===== config.mk =====
export PLATFORM = sky130hd
export DESIGN_NAME = rgb_led_pwm_with_hue_input_core
export DESIGN_NICKNAME = d
export VERILOG_FILES = /design/src/sv/rgbp_pkg.sv /design/src/sv/rgbp_hue.sv /design/src/sv/rgbp_state.sv /design/src/sv/rgb_led_pwm_with_hue_input_core.sv
export SDC_FILE = /design/constraint.sdc
export NUM_CORES = 1
export LEC_CHECK = 0
export BUFFER_PORTS_ARGS = -buffer_cell sky130_fd_sc_hd__buf_4
export CORE_MARGIN = 4
export CORE_UTILIZATION = 55
export DETAILED_ROUTE_END_ITERATION = 12
export PLACE_DENSITY = 0.7
export REMOVE_ABC_BUFFERS = 1
export SLEW_MARGIN = 20
export SYNTH_ARGS = -nofsm -noshare
export SYNTH_HDL_FRONTEND = slang
export SYNTH_HIERARCHICAL = 1
export SYNTH_SLANG_ARGS = --single-unit

===== constraint.sdc =====
create_clock -name i_clk -period 5.43 [get_ports i_clk]
set_input_delay 0.543 -clock i_clk [delete_from_list [all_inputs] [get_ports i_clk]]
set_output_delay 0.543 -clock i_clk [all_outputs]
set_load 0.05 [all_outputs]

===== src/sv/rgbp_pkg.sv =====
// shared types, command codes and the gamma table for the rgb led pwm block
// no dependencies
`timescale 1ns / 1ps
`default_nettype none

package rgbp_pkg;

    // command codes carried in the input tuser
    localparam logic [1:0] FUNC_TICK = 2'd0;
    localparam logic [1:0] FUNC_RGB  = 2'd1;
    localparam logic [1:0] FUNC_HUE  = 2'd2;

    // duty value after reset
    localparam logic [7:0] DUTY_RESET = 8'd10;

    // upper bounds of the hue segments
    localparam logic [7:0] HUE_SEG0 = 8'd42;
    localparam logic [7:0] HUE_SEG1 = 8'd85;
    localparam logic [7:0] HUE_SEG2 = 8'd127;
    localparam logic [7:0] HUE_SEG3 = 8'd170;
    localparam logic [7:0] HUE_SEG4 = 8'd212;
    localparam logic [7:0] HUE_MAX  = 8'd255;

    // one input item
    typedef struct packed {
        logic [1:0] func;
        logic [7:0] red;
        logic [7:0] green;
        logic [7:0] blue;
        logic [7:0] hue;
    } t_item;

    // one color as three bytes
    typedef struct packed {
        logic [7:0] r;
        logic [7:0] g;
        logic [7:0] b;
    } t_rgb;

    // gamma table indexed by the top five bits of a color byte
    function automatic logic [7:0] gamma_lut(input logic [4:0] idx);
        logic [7:0] v;
        case (idx)
            5'd0:  v = 8'd0;
            5'd1:  v = 8'd1;
            5'd2:  v = 8'd2;
            5'd3:  v = 8'd3;
            5'd4:  v = 8'd4;
            5'd5:  v = 8'd6;
            5'd6:  v = 8'd7;
            5'd7:  v = 8'd9;
            5'd8:  v = 8'd10;
            5'd9:  v = 8'd12;
            5'd10: v = 8'd13;
            5'd11: v = 8'd15;
            5'd12: v = 8'd17;
            5'd13: v = 8'd19;
            5'd14: v = 8'd21;
            5'd15: v = 8'd23;
            5'd16: v = 8'd25;
            5'd17: v = 8'd27;
            5'd18: v = 8'd30;
            5'd19: v = 8'd33;
            5'd20: v = 8'd36;
            5'd21: v = 8'd39;
            5'd22: v = 8'd42;
            5'd23: v = 8'd46;
            5'd24: v = 8'd51;
            5'd25: v = 8'd56;
            5'd26: v = 8'd61;
            5'd27: v = 8'd68;
            5'd28: v = 8'd76;
            5'd29: v = 8'd87;
            5'd30: v = 8'd102;
            5'd31: v = 8'd128;
            default: v = 8'd0;
        endcase
        return v;
    endfunction

endpackage

`default_nettype wire


===== src/sv/rgbp_hue.sv =====
// hue to rgb conversion over six linear segments, purely combinational
// depends on rgbp_pkg
`timescale 1ns / 1ps
`default_nettype none

module rgbp_hue
    import rgbp_pkg::*;
(
    input  wire logic [7:0] i_hue,
    output t_rgb            o_rgb
);

    // multiply a small value by six; the segments keep the product below 256
    function automatic logic [7:0] times6(input logic [7:0] x);
        return 8'((x << 2) + (x << 1));
    endfunction

    // pick the segment and form the ramps
    always_comb begin
        if (i_hue <= HUE_SEG0) begin
            o_rgb = '{r: 8'hFF, g: times6(i_hue), b: 8'h00};
        end else if (i_hue <= HUE_SEG1) begin
            o_rgb = '{r: times6(HUE_SEG1 - i_hue), g: 8'hFF, b: 8'h00};
        end else if (i_hue <= HUE_SEG2) begin
            o_rgb = '{r: 8'h00, g: 8'hFF, b: times6(i_hue - HUE_SEG1)};
        end else if (i_hue <= HUE_SEG3) begin
            o_rgb = '{r: 8'h00, g: times6(HUE_SEG3 - i_hue), b: 8'hFF};
        end else if (i_hue <= HUE_SEG4) begin
            o_rgb = '{r: times6(i_hue - HUE_SEG3), g: 8'h00, b: 8'hFF};
        end else begin
            o_rgb = '{r: 8'hFF, g: 8'h00, b: times6(HUE_MAX - i_hue)};
        end
    end

endmodule

`default_nettype wire


===== src/sv/rgbp_state.sv =====
// pwm counter, duty registers and pin level registers, updated once per item
// depends on rgbp_pkg and rgbp_hue
`timescale 1ns / 1ps
`default_nettype none

module rgbp_state
    import rgbp_pkg::*;
#(
    parameter int PWM_PERIOD = 128
) (
    input  wire logic       i_clk,
    input  wire logic       i_rst_n,
    input  wire logic       i_step,
    input  wire t_item      i_item,
    output logic      [2:0] o_levels_next
);

    localparam int CW    = $clog2(PWM_PERIOD);
    localparam int SW    = CW + 1;
    localparam int OFF_G = PWM_PERIOD / 3;
    localparam int OFF_B = (PWM_PERIOD / 3) * 2;
    localparam logic [SW-1:0] PERIOD_S = SW'(PWM_PERIOD);
    localparam logic [CW-1:0] CNT_LAST = CW'(PWM_PERIOD - 1);

    logic [CW-1:0] r_cnt,     n_cnt;
    logic [7:0]    r_duty_r,  n_duty_r;
    logic [7:0]    r_duty_g,  n_duty_g;
    logic [7:0]    r_duty_b,  n_duty_b;
    logic [2:0]    r_pending, n_pending;
    logic [2:0]    r_driven,  n_driven;

    t_rgb          hue_rgb;
    logic [CW-1:0] cnt_inc;
    logic [SW-1:0] sum_g, sum_b;
    logic [CW-1:0] ph_g, ph_b;

    rgbp_hue u_hue (
        .i_hue (i_item.hue),
        .o_rgb (hue_rgb)
    );

    // counter advance, wrapped to zero at the end, and phase-shifted counts, each wrapped by one subtract
    always_comb begin
        cnt_inc = (r_cnt == CNT_LAST) ? '0 : r_cnt + 1'b1;
        sum_g   = {1'b0, cnt_inc} + SW'(OFF_G);
        sum_b   = {1'b0, cnt_inc} + SW'(OFF_B);
        ph_g    = (sum_g >= PERIOD_S) ? CW'(sum_g - PERIOD_S) : CW'(sum_g);
        ph_b    = (sum_b >= PERIOD_S) ? CW'(sum_b - PERIOD_S) : CW'(sum_b);
    end

    // next state per command
    always_comb begin
        n_cnt     = r_cnt;
        n_duty_r  = r_duty_r;
        n_duty_g  = r_duty_g;
        n_duty_b  = r_duty_b;
        n_pending = r_pending;
        n_driven  = r_driven;
        case (i_item.func)
            FUNC_TICK: begin
                n_driven     = r_pending;
                n_cnt        = cnt_inc;
                n_pending[0] = 9'(cnt_inc) < {1'b0, r_duty_r};
                n_pending[1] = 9'(ph_g) < {1'b0, r_duty_g};
                n_pending[2] = 9'(ph_b) < {1'b0, r_duty_b};
            end
            FUNC_RGB: begin
                n_duty_r = gamma_lut(i_item.red[7:3]);
                n_duty_g = gamma_lut(i_item.green[7:3]);
                n_duty_b = gamma_lut(i_item.blue[7:3]);
            end
            FUNC_HUE: begin
                n_duty_r = gamma_lut(hue_rgb.r[7:3]);
                n_duty_g = gamma_lut(hue_rgb.g[7:3]);
                n_duty_b = gamma_lut(hue_rgb.b[7:3]);
            end
            default: begin
            end
        endcase
    end

    assign o_levels_next = n_driven;

    // state registers, written when an item leaves the input register
    always_ff @(posedge i_clk) begin
        if (!i_rst_n) begin
            r_cnt     <= '0;
            r_duty_r  <= DUTY_RESET;
            r_duty_g  <= DUTY_RESET;
            r_duty_b  <= DUTY_RESET;
            r_pending <= '0;
            r_driven  <= '0;
        end else if (i_step) begin
            r_cnt     <= n_cnt;
            r_duty_r  <= n_duty_r;
            r_duty_g  <= n_duty_g;
            r_duty_b  <= n_duty_b;
            r_pending <= n_pending;
            r_driven  <= n_driven;
        end
    end

endmodule

`default_nettype wire


===== src/sv/rgb_led_pwm_with_hue_input_core.sv =====
// top level of the three-channel led pwm generator with gamma and hue input
// depends on rgbp_pkg, rgbp_state and rgbp_hue
//
// usage:
//   input stream: s_axis_tuser carries the command (0 tick, 1 set rgb,
//   2 set hue, 3 no operation); s_axis_tdata carries the red, green, blue
//   and hue bytes. every accepted item yields exactly one output item whose
//   tdata holds the pin levels being driven after that item.
//   a tick drives the levels latched on the previous tick, advances the
//   counter modulo PWM_PERIOD and latches new levels from the duties.
//   set rgb and set hue only load the duties through the gamma table.
// pipeline and throughput:
//   an accepted item passes the input register, then the result register;
//   one item per cycle sustained while m_axis_tready stays high, set by the
//   single combinational step between the two registers.
// reset: synchronous, active low; counter and levels clear, duties load 10,
//   both stages empty.
// stall: while the result waits, one further item is taken into the input
//   register; after that s_axis_tready drops until m_axis_tready returns.
`timescale 1ns / 1ps
`default_nettype none

module rgb_led_pwm_with_hue_input_core
    import rgbp_pkg::*;
#(
    parameter int PWM_PERIOD = 128
) (
    input  wire logic        i_clk,
    input  wire logic        i_rst_n,
    input  wire logic        s_axis_tvalid,
    output logic             s_axis_tready,
    input  wire logic [31:0] s_axis_tdata,  // red, green, blue, hue
    input  wire logic [1:0]  s_axis_tuser,  // func
    output logic             m_axis_tvalid,
    input  wire logic        m_axis_tready,
    output logic      [7:0]  m_axis_tdata   // red_on, green_on, blue_on, zero pad
);

    logic       r_in_valid;
    t_item      r_in;
    logic       r_out_valid;
    logic [2:0] r_out_levels;
    logic       advance;
    logic       step;
    logic [2:0] levels_next;

    // pipeline moves when the result register is free or being emptied
    assign advance       = !r_out_valid || m_axis_tready;
    assign step          = r_in_valid && advance;
    assign s_axis_tready = !r_in_valid || advance;

    // input register
    always_ff @(posedge i_clk) begin
        if (!i_rst_n) begin
            r_in_valid <= 1'b0;
        end else if (s_axis_tready) begin
            r_in_valid <= s_axis_tvalid;
        end
    end

    always_ff @(posedge i_clk) begin
        if (s_axis_tready && s_axis_tvalid) begin
            r_in <= '{func:  s_axis_tuser,
                      red:   s_axis_tdata[7:0],
                      green: s_axis_tdata[15:8],
                      blue:  s_axis_tdata[23:16],
                      hue:   s_axis_tdata[31:24]};
        end
    end

    rgbp_state #(
        .PWM_PERIOD (PWM_PERIOD)
    ) u_state (
        .i_clk         (i_clk),
        .i_rst_n       (i_rst_n),
        .i_step        (step),
        .i_item        (r_in),
        .o_levels_next (levels_next)
    );

    // result register
    always_ff @(posedge i_clk) begin
        if (!i_rst_n) begin
            r_out_valid <= 1'b0;
        end else if (advance) begin
            r_out_valid <= r_in_valid;
        end
    end

    always_ff @(posedge i_clk) begin
        if (step) begin
            r_out_levels <= levels_next;
        end
    end

    assign m_axis_tvalid = r_out_valid;
    assign m_axis_tdata  = {5'b0, r_out_levels};

endmodule

`default_nettype wire


==> metrics.md <==
| Metric | Value |
|---|---|
| Outcome | completed |
| Peak VDD IR | 0.0002184 V |
| CTS tree | built |
| Max Slew Vio Count | 0 |
| Fin. Hold Viols | 0 |
| Utilization after layout | around three fifths |
| Pin count of the biggest net entering global routing | 38 |
| Starting density of the core | a little under three fifths |
| Worst-Skew Late Latency | roughly 350 ps |
| HP Start | s_axis_tuser[0] |
| Number of nets in the layout | 1023 |
| Fin crit period | roughly 4300 ps |
| Setup-failing EPs final | 0 |
| Number of global-route vias before repair | just under 6000 |
| H-tree depth | 3 |
| RSZ-0062 raised after global routing | false |
| Post-cts gate resize count | 0 |
| Global Route Usage Sum | about 22% |
| Area growth syn-to-layout | 7.388% |
| Mapped Cells | 887 |
| WP data required | approximately 5700 ps |
| Max_slew headroom | between 40% and 50% |
| DRC Markers | 0 |
| Setup TNS | 0 ps |
| Iteration-0 DRC Markers | around 500 |
| Grt ovf | 0 |
| Syn avg cell area | ~8.5 µm² |
| DR WL/cell | approximately 16 µm |
| Pwr dens | between 200 and 250 nW/µm² |
| CTS buffer count | 9 |
| Routed Antenna Nets | 0 |
| Syn Std Cell Area | between 7000 and 8000 µm² |
| Root Buffer | clkbuf_16 |
| Clock Path Buffers | 2 |
| R2R Path Start | r_in[3] |
| Synth Warn # | 6 |
| Io pins | 48 |
| Clock sinks | 67 |
| Vias/cell | approximately 5.9 |
| Clk pin slew, worst setup/hold paths | ~60 ps |
| Fin cells | around 1100 |
| Area of the core | around 13000 µm² |
| Inst Count DP | approximately 1100 |
| Worst hold path class | primary input to register |
| Routed vias | roughly 6300 |
| Share of post-route cells with drive strength above 1 | approximately 14% |
| Worst Skew | 8.680 ps |
| TritonRoute pass-1 iters | 7 |
| Max cap viols | 0 |
| Kind of critical path | register to register |
| Post-detailed-routing wire length | roughly 18000 µm |
| Crit path launch type | register |
| Initial antenna violation count | 0 |
| Hold buffers post-CTS | 0 |
| HPWL after DPL | 13130 µm |
| First-pass GRT wire length | between 20000 and 30000 µm |
| Critical Path Start | r_in[3] |
| Final Cycle Share | 79.49% |
| Actual slew at the worst max-slew pin | roughly 880 ps |
| Maximum clock rate | between 200 and 250 MHz |
| Buffers on Ports | 33 |
| LEAKAGE | about 3.4 nW |
| ANT cells | 0 |
| Die Wd | 125.2 µm |
| Chip Height | between 100 and 150 µm |
| Total Die Area | approximately 16000 µm² |
| CP Data Arrival Time | approximately 4600 ps |
| Gp weighted congestion | 0.9483 |
| Postcts setup bufs | 0 |
| FP Rows | 42 |
| Max FO, Critical Path | 10 |
| Critical Path End Type | register |
[through the flow]
stage	setup WS, ps	power (mW)	area (µm²)	hold WS (ps)
final	1114	1.981	8112	369.4
after global routing	697.6	2.112	8112	354.7
after CTS	1117	1.993	8112	357.7
after detailed placement	1152	1.404	7819	450.9
after global placement	1255	1.367	7819	442.2
after floorplan	1091	1.204	7236	433.8
[worst paths after layout]
path	cells past startpoint	slack, ps	endpoint
max	14	1110	u_state/r_duty_b[0]
min	1	370	r_in[32]
max reg2reg	14	1110	u_state/r_duty_b[0]
min reg2reg	2	460	u_state/r_driven[1]
[cells in the final DEF (no fill, tap or decap), types with 6 or more instances in the layout]
cell,count
ha_1,96
nand2_1,67
a21oi_1,62
inv_1,56
o21ai_0,54
buf_4,47
nor2_1,46
dfxtp_1,39
xnor2_1,38
edfxtp_1,28
a211oi_1,26
xor2_1,23
a21o_1,19
nor3_1,18
mux2i_1,17
nand2b_1,16
o211ai_1,16
nor2b_1,15
nand3_1,14
mux2_2,12
a31oi_1,12
clkbuf_16,9
inv_2,8
mux4_2,8
a211o_1,8
nor3b_1,6
[worst max-delay path, cell delays in order (launching register included)]
cell	delay, ps
edfxtp_1	590
inv_2	240
ha_1	270
nor2b_1	200
o21ai_1	100
a21oi_1	350
a21oi_1	240
a211oi_1	740
inv_1	230
ha_1	250
nor2b_1	140
or3_1	350
a21boi_1	150
o21ai_1	120
a221oi_2	250
[registers in the layout, summed over array words and instances, names as in the netlist, 3 cells and up]
register	flops
r_out_levels	3
u_state/r_pending	3
r_in	25
u_state/r_duty_r	8
u_state/r_duty_g	8
u_state/r_duty_b	8
u_state/r_cnt	7
u_state/r_driven	3
[final cells by class]
type / count / area [µm²]
well taps: 176 / 220.2
clock inverters: 6 / 63.81
fillers: 1170 / 5236
multi-input cells: 694 / 5371
inverters: 66 / 252.7
flip-flops and latches: 67 / 1622
clock buffers: 10 / 229.0
repair buffers: 47 / 352.8
[per-layer routing]
metal	part of all wire (%)	global-route usage (%)	routed length (µm)
met1	47	30.27	8246
met2	48	36.16	8352
met3	3.8	4.136	668
met4	1.5	6.441	257
met5	0	0	0
[where the power goes]
group	internal (mW)	switching [mW]
Clock	0.355	0.224
Combinational	0.353	0.458
Sequential	0.553	0.0385
Total	1.26	0.720
No activity file was read; power rests on OpenSTA's default activity.
